### config.mk
export PLATFORM = sky130hd
export DESIGN_NAME = integer_to_radix_text
export DESIGN_NICKNAME = d
export VERILOG_FILES = /design/src/sv/itrt_pkg.sv /design/src/sv/integer_to_radix_text.sv /design/src/sv/itrt_front.sv /design/src/sv/itrt_back.sv
export SDC_FILE = /design/constraint.sdc
export NUM_CORES = 1
export LEC_CHECK = 0
export BUFFER_PORTS_ARGS = -buffer_cell sky130_fd_sc_hd__buf_2
export CAP_MARGIN = 20
export CORE_AREA = 2 2 189 191
export DETAILED_ROUTE_END_ITERATION = 8
export DIE_AREA = 0 0 191 193
export PLACE_DENSITY = 0.66
export SYNTH_ARGS = -nofsm -noshare
export SYNTH_HDL_FRONTEND = slang
export SYNTH_SLANG_ARGS = --single-unit
### constraint.sdc
create_clock -name clk -period 41.9 [get_ports clk]
set_input_delay 4.19 -clock clk [delete_from_list [all_inputs] [get_ports clk]]
set_output_delay 4.19 -clock clk [all_outputs]
set_load 0.02 [all_outputs]
### src/sv/itrt_pkg.sv
// Shared types, constants and helpers for the integer to radix text converter.
// No dependencies; every module of the block imports this package.
package itrt_pkg;

  localparam int VALUE_WIDTH  = 32;
  localparam int MAX_DIGITS   = 32;
  localparam int IN_W         = 32;
  localparam int BASE_W       = 6;
  localparam int CHAR_W       = 8;
  localparam int DIGIT_W      = 6;
  localparam int BASE_MIN     = 2;
  localparam int BASE_MAX     = 36;
  localparam int DEC_DIGITS   = 10;

  // The divider retires this many quotient bits per cycle.
  localparam int BITS_PER_CYC = 8;
  localparam int DIV_CYCLES   = (VALUE_WIDTH + BITS_PER_CYC - 1) / BITS_PER_CYC;
  localparam int WORK_W       = DIV_CYCLES * BITS_PER_CYC;
  localparam int SUB_W        = (DIV_CYCLES > 1) ? $clog2(DIV_CYCLES) : 1;
  localparam int CNT_W        = $clog2(MAX_DIGITS + 1);
  localparam int IDX_W        = (MAX_DIGITS > 1) ? $clog2(MAX_DIGITS) : 1;

  localparam logic [CHAR_W-1:0] CH_ZERO  = 8'h30;
  localparam logic [CHAR_W-1:0] CH_A     = 8'h61;
  localparam logic [CHAR_W-1:0] CH_MINUS = 8'h2D;
  localparam logic [CHAR_W-1:0] CH_NUL   = 8'h00;

  // One classified number as it travels from the front to the back.
  typedef struct packed {
    logic                   bad;
    logic                   neg;
    logic [VALUE_WIDTH-1:0] mag;
    logic [BASE_W-1:0]      base;
  } itrt_desc_t;

  function automatic logic [CHAR_W-1:0] digit_char(input logic [DIGIT_W-1:0] d);
    logic [CHAR_W-1:0] dw;
    dw = CHAR_W'(d);
    if (dw < CHAR_W'(DEC_DIGITS)) begin
      return CH_ZERO + dw;
    end
    return CH_A + dw - CHAR_W'(DEC_DIGITS);
  endfunction

endpackage

### src/sv/integer_to_radix_text.sv
// Top level of the integer to radix text converter: front end, queue and back end.
// Depends on itrt_pkg, itrt_front and itrt_back.
//
//   channel | ports                                           | beat
//   in      | in_valid/in_ready, in_kind, in_value, in_base   | one number
//   out     | out_valid/out_ready, out_text_char, out_last,   | one character
//           | out_bad_base                                    |
//
// A number is loaded from the queue and divided by the base one digit per pass (8
// quotient bits a cycle over a 32-bit word); its characters are then sent one per
// cycle while the output accepts them. A bad base skips the divider.
// The front queues up to two numbers while the back works.
// Reset is synchronous and active low; it empties the queue and the output register.
// A stalled output holds its beat, and the back end waits for the slot.
module integer_to_radix_text (
  input  logic                         clk,
  input  logic                         rst_n,
  input  logic                         in_valid,
  output logic                         in_ready,
  input  logic                         in_kind,
  input  logic [itrt_pkg::IN_W-1:0]    in_value,
  input  logic [itrt_pkg::BASE_W-1:0]  in_base,
  output logic                         out_valid,
  input  logic                         out_ready,
  output logic [itrt_pkg::CHAR_W-1:0]  out_text_char,
  output logic                         out_last,
  output logic                         out_bad_base
);
  import itrt_pkg::*;

  logic       q_valid;
  logic       q_pop;
  itrt_desc_t q_desc;

  itrt_front u_front (
    .clk      (clk),
    .rst_n    (rst_n),
    .in_valid (in_valid),
    .in_ready (in_ready),
    .in_kind  (in_kind),
    .in_value (in_value),
    .in_base  (in_base),
    .q_valid  (q_valid),
    .q_pop    (q_pop),
    .q_desc   (q_desc)
  );

  itrt_back u_back (
    .clk           (clk),
    .rst_n         (rst_n),
    .q_valid       (q_valid),
    .q_pop         (q_pop),
    .q_desc        (q_desc),
    .out_valid     (out_valid),
    .out_ready     (out_ready),
    .out_text_char (out_text_char),
    .out_last      (out_last),
    .out_bad_base  (out_bad_base)
  );

endmodule

### src/sv/itrt_front.sv
// Front end: accepts input beats, checks the base, takes the magnitude and
// queues the result in a two-entry buffer. Depends on itrt_pkg.
module itrt_front (
  input  logic                      clk,
  input  logic                      rst_n,
  input  logic                      in_valid,
  output logic                      in_ready,
  input  logic                      in_kind,
  input  logic [itrt_pkg::IN_W-1:0]   in_value,
  input  logic [itrt_pkg::BASE_W-1:0] in_base,
  output logic                      q_valid,
  input  logic                      q_pop,
  output itrt_pkg::itrt_desc_t      q_desc
);
  import itrt_pkg::*;

  itrt_desc_t             entry_r [2];
  logic                   wr_ptr_r, wr_ptr_nxt;
  logic                   rd_ptr_r, rd_ptr_nxt;
  logic [1:0]             count_r, count_nxt;
  logic                   push;
  logic                   pop;
  logic [VALUE_WIDTH-1:0] raw;
  itrt_desc_t             desc;

  always_comb begin
    raw       = VALUE_WIDTH'(in_value);
    desc.base = in_base;
    desc.bad  = !(in_base inside {[BASE_MIN:BASE_MAX]});
    desc.neg  = in_kind & raw[VALUE_WIDTH-1];
    // The signed minimum negates to itself, which read unsigned is its magnitude.
    desc.mag  = desc.neg ? (~raw + VALUE_WIDTH'(1)) : raw;
  end

  assign in_ready = (count_r != 2'd2);
  assign q_valid  = (count_r != 2'd0);
  assign q_desc   = entry_r[rd_ptr_r];
  assign push     = in_valid & in_ready;
  assign pop      = q_pop & q_valid;

  always_comb begin
    wr_ptr_nxt = push ? ~wr_ptr_r : wr_ptr_r;
    rd_ptr_nxt = pop ? ~rd_ptr_r : rd_ptr_r;
    count_nxt  = count_r + 2'(push) - 2'(pop);
  end

  always_ff @(posedge clk) begin
    if (!rst_n) begin
      wr_ptr_r <= 1'b0;
      rd_ptr_r <= 1'b0;
      count_r  <= 2'd0;
    end else begin
      wr_ptr_r <= wr_ptr_nxt;
      rd_ptr_r <= rd_ptr_nxt;
      count_r  <= count_nxt;
    end
  end

  always_ff @(posedge clk) begin
    if (push) begin
      entry_r[wr_ptr_r] <= desc;
    end
  end

endmodule

### src/sv/itrt_back.sv
// Back end: divides the magnitude by the base a few bits per cycle, stacks the
// digits and sends the characters out most significant first. Depends on itrt_pkg.
module itrt_back (
  input  logic                         clk,
  input  logic                         rst_n,
  input  logic                         q_valid,
  output logic                         q_pop,
  input  itrt_pkg::itrt_desc_t         q_desc,
  output logic                         out_valid,
  input  logic                         out_ready,
  output logic [itrt_pkg::CHAR_W-1:0]  out_text_char,
  output logic                         out_last,
  output logic                         out_bad_base
);
  import itrt_pkg::*;

  localparam logic [1:0] S_IDLE = 2'd0;
  localparam logic [1:0] S_DIV  = 2'd1;
  localparam logic [1:0] S_EMIT = 2'd2;

  logic [1:0]         state_r, state_nxt;
  logic [BASE_W-1:0]  base_r, base_nxt;
  logic               neg_r, neg_nxt;
  logic               bad_r, bad_nxt;
  logic [WORK_W-1:0]  work_r, work_nxt;
  logic [DIGIT_W-1:0] rem_r, rem_nxt;
  logic [SUB_W-1:0]   sub_r, sub_nxt;
  logic [CNT_W-1:0]   cnt_r, cnt_nxt;
  logic [DIGIT_W-1:0] stack_r [MAX_DIGITS];
  logic               push;

  logic               out_valid_r, out_valid_nxt;
  logic [CHAR_W-1:0]  char_r, char_nxt;
  logic               last_r, last_nxt;
  logic               badf_r, badf_nxt;

  logic [WORK_W-1:0]  w;
  logic [DIGIT_W-1:0] r;
  logic [DIGIT_W:0]   t;
  logic               qb;
  logic               slot_free;
  logic [CNT_W-1:0]   top;

  // Restoring long division, BITS_PER_CYC quotient bits per cycle.
  always_comb begin
    w = work_r;
    r = rem_r;
    t = '0;
    qb = 1'b0;
    for (int i = 0; i < BITS_PER_CYC; i++) begin
      t  = {r, w[WORK_W-1]};
      qb = (t >= (DIGIT_W+1)'(base_r));
      if (qb) begin
        t = t - (DIGIT_W+1)'(base_r);
      end
      r = t[DIGIT_W-1:0];
      w = {w[WORK_W-2:0], qb};
    end
  end

  assign slot_free = !out_valid_r || out_ready;
  assign top       = cnt_r - CNT_W'(1);

  always_comb begin
    state_nxt     = state_r;
    base_nxt      = base_r;
    neg_nxt       = neg_r;
    bad_nxt       = bad_r;
    work_nxt      = work_r;
    rem_nxt       = rem_r;
    sub_nxt       = sub_r;
    cnt_nxt       = cnt_r;
    push          = 1'b0;
    q_pop         = 1'b0;
    out_valid_nxt = out_valid_r && !out_ready;
    char_nxt      = char_r;
    last_nxt      = last_r;
    badf_nxt      = badf_r;
    case (state_r)
      S_IDLE: begin
        if (q_valid) begin
          q_pop    = 1'b1;
          base_nxt = q_desc.base;
          neg_nxt  = q_desc.neg;
          bad_nxt  = q_desc.bad;
          work_nxt = WORK_W'(q_desc.mag);
          rem_nxt  = '0;
          sub_nxt  = '0;
          cnt_nxt  = '0;
          state_nxt = q_desc.bad ? S_EMIT : S_DIV;
        end
      end
      S_DIV: begin
        work_nxt = w;
        rem_nxt  = r;
        sub_nxt  = sub_r + SUB_W'(1);
        if (sub_r == SUB_W'(DIV_CYCLES - 1)) begin
          // A full pass leaves the quotient in w and the digit in r.
          push    = 1'b1;
          cnt_nxt = cnt_r + CNT_W'(1);
          rem_nxt = '0;
          sub_nxt = '0;
          if (w == '0 || cnt_r == CNT_W'(MAX_DIGITS - 1)) begin
            state_nxt = S_EMIT;
          end
        end
      end
      S_EMIT: begin
        if (slot_free) begin
          out_valid_nxt = 1'b1;
          if (bad_r) begin
            char_nxt  = CH_NUL;
            last_nxt  = 1'b1;
            badf_nxt  = 1'b1;
            state_nxt = S_IDLE;
          end else if (neg_r) begin
            char_nxt = CH_MINUS;
            last_nxt = 1'b0;
            badf_nxt = 1'b0;
            neg_nxt  = 1'b0;
          end else begin
            char_nxt = digit_char(stack_r[top[IDX_W-1:0]]);
            last_nxt = (cnt_r == CNT_W'(1));
            badf_nxt = 1'b0;
            cnt_nxt  = top;
            if (cnt_r == CNT_W'(1)) begin
              state_nxt = S_IDLE;
            end
          end
        end
      end
      default: begin
        state_nxt = S_IDLE;
      end
    endcase
  end

  always_ff @(posedge clk) begin
    if (!rst_n) begin
      state_r     <= S_IDLE;
      out_valid_r <= 1'b0;
    end else begin
      state_r     <= state_nxt;
      out_valid_r <= out_valid_nxt;
    end
  end

  always_ff @(posedge clk) begin
    base_r <= base_nxt;
    neg_r  <= neg_nxt;
    bad_r  <= bad_nxt;
    work_r <= work_nxt;
    rem_r  <= rem_nxt;
    sub_r  <= sub_nxt;
    cnt_r  <= cnt_nxt;
    char_r <= char_nxt;
    last_r <= last_nxt;
    badf_r <= badf_nxt;
    if (push) begin
      stack_r[cnt_r[IDX_W-1:0]] <= r;
    end
  end

  assign out_valid     = out_valid_r;
  assign out_text_char = char_r;
  assign out_last      = last_r;
  assign out_bad_base  = badf_r;

endmodule
# Word-level counts from Yosys, hierarchy flattened

Memories as Yosys holds them, arrays and structs flattened. A register that Yosys moved wholly into a read port is not among the register bits.
Cells that the tools add are included.

Memories kept: 2
Logic and storage cells: 143
RAM bits: 272
Output and inout port bits: 12
Input port bits: 43
Register bits after elaboration: 71
Bits in latches: 0
Memory bits (read-only): 0

Divide/modulo/power cells: 0
$lt $le $gt $ge: 11
Bitwise logic cells: 6
Reductions and logical operators: 20
Equality and inequality tests: 14
$add $sub $neg: 17
Muxes and demuxes: 57
$mul: 0
Shift operators: 0

Memory list:

| memory          | depth | bits a word | read ports | clocked after memory_dff | wr ports | RTL line         | RTL |
|---|---|---|---|---|---|---|---|
| u_back.stack_r  | 32    | 6           | 1          | 0                        | 1        | itrt_back.sv:29  | `logic [DIGIT_W-1:0] stack_r [MAX_DIGITS];` |
| u_front.entry_r | 2     | 40          | 1          | 1                        | 1        | itrt_front.sv:17 | `itrt_desc_t entry_r [2];` |

Operator list:

| operator                                                          | count |
|---|---|
| 2-to-1 mux 6 bit                                                  | 15 |
| 2-to-1 mux 32 bit                                                 | 2 |
| case mux 32 bit (2 select lines)                                  | 1 |
| greater-or-equal comparator 7 x 6 -> 1 bit                        | 8 |
| subtractor 6 bit                                                  | 8 |
| adder 32 x 1 -> 32 bit, second input constant                     | 1 |
| logical NOT 32 bit                                                | 1 |
| inverter 32 bit                                                   | 1 |
| 2-to-1 mux 1 bit                                                  | 22 |
| 2-to-1 mux 2 bit                                                  | 10 |
| case mux 6 bit (3 select lines)                                   | 1 |
| 2-to-1 mux 8 bit                                                  | 2 |
| case mux 6 bit (2 select lines)                                   | 1 |
| AND reduction 6 bit                                               | 2 |
| adder 7 x 6 -> 8 bit, first input constant                        | 1 |
| != test 2 bit, second input constant                              | 4 |
| subtractor 8 x 4 -> 8 bit, second input constant                  | 1 |
| adder 6 x 6 -> 7 bit, first input constant                        | 1 |
| adder 6 x 1 -> 6 bit, second input constant                       | 1 |
| equality test 6 x 1 -> 1 bit, second input constant               | 1 |
| equality test 6 x 5 -> 1 bit, second input constant               | 1 |
| greater-or-equal comparator 6 x 2 -> 1 bit, second input constant | 1 |
| <= comparator 6 bit, second input constant                        | 1 |
| < comparator 6 x 4 -> 1 bit, second input constant                | 1 |
| other kinds (23)                                                  | 37 |

# Logic depth before layout (Yosys ltp)

Word-level depth: 20
Gate-level depth with buffers: 78
Gate-level depth less buffers: 75

# Hierarchy

From an unflattened synthesis, not the netlist that was laid out.

Cells, all modules: 1165
Area total of the unflattened synthesis: 17225.3 um2

Modules (own cells, without submodules):

| module     | area each (um2) | sequential area each (um2) | cells each | instances |
|---|---|---|---|---|
| itrt_back  | 13429.1         | 7747.4                     | 911        | 1 |
| itrt_front | 3796.1          | 2502.4                     | 254        | 1 |

# Least setup slack after synthesis

OpenSTA, ideal clock, no wires.

Path kind: register to register
Start point: register u_back.base_r[1]
End point: register u_back.rem_r[0] (data pin)
Library setup time: 152 ps
Setup slack: 25703 ps
Path buffers: 4
Stages on the path, launching flop included: 77
Required time: 41748 ps
Period minus slack after synthesis: 16197 ps
Data arrival time: 16046 ps
Path through: edfxtp_1 -> inv_1 -> ha_1 -> or2_1 -> a21oi_2 -> o21a_1 -> buf_6 -> mux2i_1 -> inv_1 -> ha_1 -> and3_1 -> o21a_1 -> o31ai_2 -> o2111a_2 -> nor2_1 -> a21o_1 -> ha_1 -> nor2b_1 -> [... 41 more ...] -> a21oi_1 -> o21ai_0 -> nand2b_1 -> a211oi_1 -> o21ai_0 -> a21oi_1 -> mux2i_1 -> ha_1 -> nor2b_1 -> o21ai_0 -> a21oi_1 -> o21ai_0 -> nand3b_1 -> a21oi_1 -> o211a_1 -> buf_6 -> mux2i_1 -> nor3b_2

Longest elaborated chain between the ends: 18
Elaborated cells on any way between the ends: 25
Classes of those cells: add/sub: 7; order compare: 8; mux: 10

Ends and longest elaborated chain:

| element                                                                               | RTL line                         | RTL |
|---|---|---|
| start: declaration                                                                    | itrt_back.sv:22                  | `logic [BASE_W-1:0] base_r, base_nxt;` |
| start signal: assignment                                                              | itrt_back.sv:149                 | `base_r <= base_nxt;` |
| subtractor 6 bit / greater-or-equal comparator 7 x 6 -> 1 bit (equally long branches) | itrt_back.sv:54, itrt_back.sv:52 |  |
| 2-to-1 mux 6 bit                                                                      | itrt_back.sv:53                  | `if (qb) begin` |
| subtractor 6 bit / greater-or-equal comparator 7 x 6 -> 1 bit (equally long branches) | itrt_back.sv:54, itrt_back.sv:52 |  |
| 2-to-1 mux 6 bit                                                                      | itrt_back.sv:53                  |  |
| subtractor 6 bit / greater-or-equal comparator 7 x 6 -> 1 bit (equally long branches) | itrt_back.sv:54, itrt_back.sv:52 |  |
| 2-to-1 mux 6 bit                                                                      | itrt_back.sv:53                  |  |
| subtractor 6 bit / greater-or-equal comparator 7 x 6 -> 1 bit (equally long branches) | itrt_back.sv:54, itrt_back.sv:52 |  |
| 2-to-1 mux 6 bit                                                                      | itrt_back.sv:53                  |  |
| [... 3 more ...]                                                                      | --                               |  |
| 2-to-1 mux 6 bit                                                                      | itrt_back.sv:53                  |  |
| subtractor 6 bit / greater-or-equal comparator 7 x 6 -> 1 bit (equally long branches) | itrt_back.sv:54, itrt_back.sv:52 |  |
| 2-to-1 mux 6 bit                                                                      | itrt_back.sv:53                  |  |
| greater-or-equal comparator 7 x 6 -> 1 bit *                                          | itrt_back.sv:52                  | `qb = (t >= (DIGIT_W+1)'(base_r));` |
| 2-to-1 mux 6 bit *                                                                    | itrt_back.sv:53                  |  |
| via u_back.t[0]                                                                       | itrt_back.sv:39                  | `logic [DIGIT_W:0] t;` |
| 2-to-1 mux 6 bit *                                                                    | itrt_back.sv:97                  | `if (sub_r == SUB_W'(DIV_CYCLES - 1)) begin` |
| case mux 6 bit (2 select lines) *                                                     | itrt_back.sv:79                  | `case (state_r)` |
| end signal: assignment                                                                | itrt_back.sv:153                 | `rem_r <= rem_nxt;` |
| end: declaration                                                                      | itrt_back.sv:26                  | `logic [DIGIT_W-1:0] rem_r, rem_nxt;` |

Mark *: on every way through the listed nets, which the timed path passes. The rest lies on a longest branch.
A chain may end at the register's enable or synchronous reset.

# Final worst setup path

Same ends and word-level chain as after synthesis.

==> run metrics <==
status complete, no violations; count of mapped cells out of synthesis 1224; arrival time at the worst endpoint 18.57 ns; top cells by area in the synthesized netlist sky130_fd_sc_hd__edfxtp_1 59%, sky130_fd_sc_hd__mux4_2 7.9%, sky130_fd_sc_hd__ha_1 4.8%, sky130_fd_sc_hd__mux2i_1 2.9%, sky130_fd_sc_hd__nor2_1 2.1%; effective utilization at floorplan 49.1%; CTS clk-pin slew, worst paths 0.06 ns; final number of hold-violating endpoints 0; Critical Path Source Type flop; clock insertion delay at the later pin of the skew report 0.54 ns; TritonCTS Sinks 344; Net count, final 1401; GPL Wtd Cong 0.890; total of fill cells in the finished design 2835; Inserted Clock Buffers 36; number of buffers added to fix hold violations after cts 0; number of pins with negative max-slew slack in the final report 0; overall via count from detail_route 10300; reported max-cap violation count 0; Post-Route WL 36900 um; critical-path maximum fanout 33; Commonest cells post-synth 336 x sky130_fd_sc_hd__edfxtp_1, 96 x sky130_fd_sc_hd__nor2_1, 87 x sky130_fd_sc_hd__nand2_1; transition at the pin with the smallest max-transition slack 1.03 ns; pin count of the biggest net entering global routing 78; Final Setup Violations 0; CTS tree yes; number of global-route vias before repair 10000; global-route wire length before repair 57100 um; worst-path cell with the longest stage delay sky130_fd_sc_hd__edfxtp_1; FF-to-FF setup slack 23.71 ns; nature of the critical path endpoint flop; Synth Cell Area 17200 um^2; top cell type's share of synthesized area 58.7%; DP Wirelength 25000 um; initial antenna violation count 0; via density per instance 5.80; final worst setup slack 23.71 ns; number of flops mapped to enable cells by yosys 336; largest area contributor in the synthesized netlist sky130_fd_sc_hd__edfxtp_1; most used flip-flop cell after synthesis sky130_fd_sc_hd__edfxtp_1; share of async-settable or async-resettable flops after synthesis 0%; Chip Height 193 um; fraction of the yosys area taken by sequential cells 59.7%; H-tree level count 2; ANT cells 0; number of placement rows 69; share of post-route cells with drive strength above 1 16.8%; final period utilization 43.4%; residual antenna-violating net count after detailed routing 0; flip-flop and latch count after synthesis 344; post-synth cell types 71; placeable core area 35000 um^2; Post CTS Setup Buffer Count 0; dominant delay contributor by cell family on the critical path compound AO/OA/AOI/OAI gates; number of top-level pins 55; shortest clock period the worst path allows after layout 18.19 ns; required time of the critical path 42.28 ns; most frequent cell after synthesis sky130_fd_sc_hd__edfxtp_1; category of the critical setup timing path reg -> reg; GRT Overall Usage 20.4%; count of synthesis-stage warnings from yosys 0; crit path buf inv count 4; unrepaired setup endpoints after global routing false; Area Growth Syn to Fin 11.1%; Setup Skew 0.0209 ns; classification of the worst-slack hold path reg -> reg; post_cts resized 0; worst slew slack as a fraction of its limit 31.3%; clock buffer depth 3; setup slack after placement 23.95 ns; Clock Root Buffer sky130_fd_sc_hd__clkbuf_16; Mean Syn Cell Area 14.0 um^2; number of nets in the synthesized netlist 1341; GRT Residual Overflow 0; setup TNS 0 ns; cell repeated most along the worst path sky130_fd_sc_hd__o21ai_0; DRT iter0 DRCs 861; quantity of I/O buffers inserted on ports 54; Die Footprint 36900 um^2; floorplan die width 191 um; number of detailed-route iterations in the first pass 5; highest cell delay on the worst timing path 0.66 ns; detail-routed net length per standard cell 20.9 um; Residual DRC 0; highest clock frequency the design can meet 55.0 MHz
through the flow:
| step | utilization, % | hold slack, ns | area (um^2) | std cells |
|---|---|---|---|---|
| after floorplan | - | 0.424 | 17200 | 1224 |
| after global placement | 51.4 | 0.533 | 18000 | 1707 |
| after detailed placement | 51.4 | 0.534 | 18000 | 1707 |
| after CTS | 54.6 | 0.555 | 19100 | 1768 |
| after global routing | 54.6 | 0.565 | 19100 | 1768 |
| final | 54.6 | 0.550 | 19100 | 1768 |
cell type report:
| cell class | instances | area (um^2) | share of cell area [%] |
|---|---|---|---|
| Tap cell | 461 | 577 | 3.02 |
| Sequential cell | 344 | 10300 | 53.7 |
| Timing Repair Buffer | 62 | 330 | 1.73 |
| Clock buffer | 45 | 956 | 5.01 |
| Multi-Input combinational cell | 780 | 6570 | 34.5 |
| Inverter | 60 | 225 | 1.18 |
| Clock inverter | 16 | 163 | 0.853 |
path summary, 6_finish.rpt:
kind	start	endpoint	depth (start not counted)
worst max-delay path	u_back.base_r[1]	u_back.rem_r[0]	71
worst min-delay path	u_front.entry_r[1][5]	u_back.base_r[5]	1
worst max register to register	u_back.base_r[1]	u_back.rem_r[0]	71
worst min register to register	u_front.entry_r[1][5]	u_back.base_r[5]	1
cells in the final DEF (no fill, tap or decap), types with 9 or more instances in the layout:
cell / n
sky130_fd_sc_hd__edfxtp_1: 336
sky130_fd_sc_hd__nor2_1: 95
sky130_fd_sc_hd__nand2_1: 87
sky130_fd_sc_hd__o21ai_0: 64
sky130_fd_sc_hd__ha_1: 64
sky130_fd_sc_hd__inv_1: 60
sky130_fd_sc_hd__mux4_2: 60
sky130_fd_sc_hd__buf_2: 54
sky130_fd_sc_hd__mux2i_1: 49
sky130_fd_sc_hd__clkbuf_16: 37
sky130_fd_sc_hd__a21oi_1: 36
sky130_fd_sc_hd__xnor2_1: 31
sky130_fd_sc_hd__xor2_1: 31
sky130_fd_sc_hd__nor2b_1: 22
sky130_fd_sc_hd__mux2_2: 19
sky130_fd_sc_hd__nor3_1: 16
sky130_fd_sc_hd__nand3_1: 15
sky130_fd_sc_hd__and2_1: 14
sky130_fd_sc_hd__nand2b_1: 11
sky130_fd_sc_hd__and3_1: 11
sky130_fd_sc_hd__nor4_1: 11
sky130_fd_sc_hd__a21o_1: 9
sky130_fd_sc_hd__o21a_1: 9
logic make-up (layout without fill, tap and decap cells):
kind of cell	Yosys count	in the layout	share of synthesized area (%)
xor gates and xnor gates	64	64	3.26
AOI/OAI and AO/OA	192	192	7.66
muxes	136	136	12.6
and+or+nand+nor	314	314	8.73
buffers and inverters	100	183	2.32
adders and majority gates	74	74	5.74
DFF	344	344	59.7
state kept, by name, summed over array words and instances, names as in the netlist, 6 cells and up, named ones only:
| register | cells |
|---|---|
| u_back.cnt_r | 6 |
| u_back.stack_r | 192 |
| u_back.base_r | 6 |
| u_back.out_text_char | 8 |
| u_front.entry_r | 80 |
| u_back.work_r | 32 |
| u_back.rem_r | 6 |
layer usage:
layer  global-route usage, %  vias up  wire (um)  part of all wire (%)
li1                        -     4793          -                     -
met1                    29.4     5109      16700                    45
met2                    32.1      299      17300                    47
met3                    3.19       57       2120                   5.8
met4                    6.50        0        776                   2.1
met5                       0        -          0                     0
Power is not shown: default switching activity piles up to over one toggle a cycle in this logic, so the estimate is an artifact.
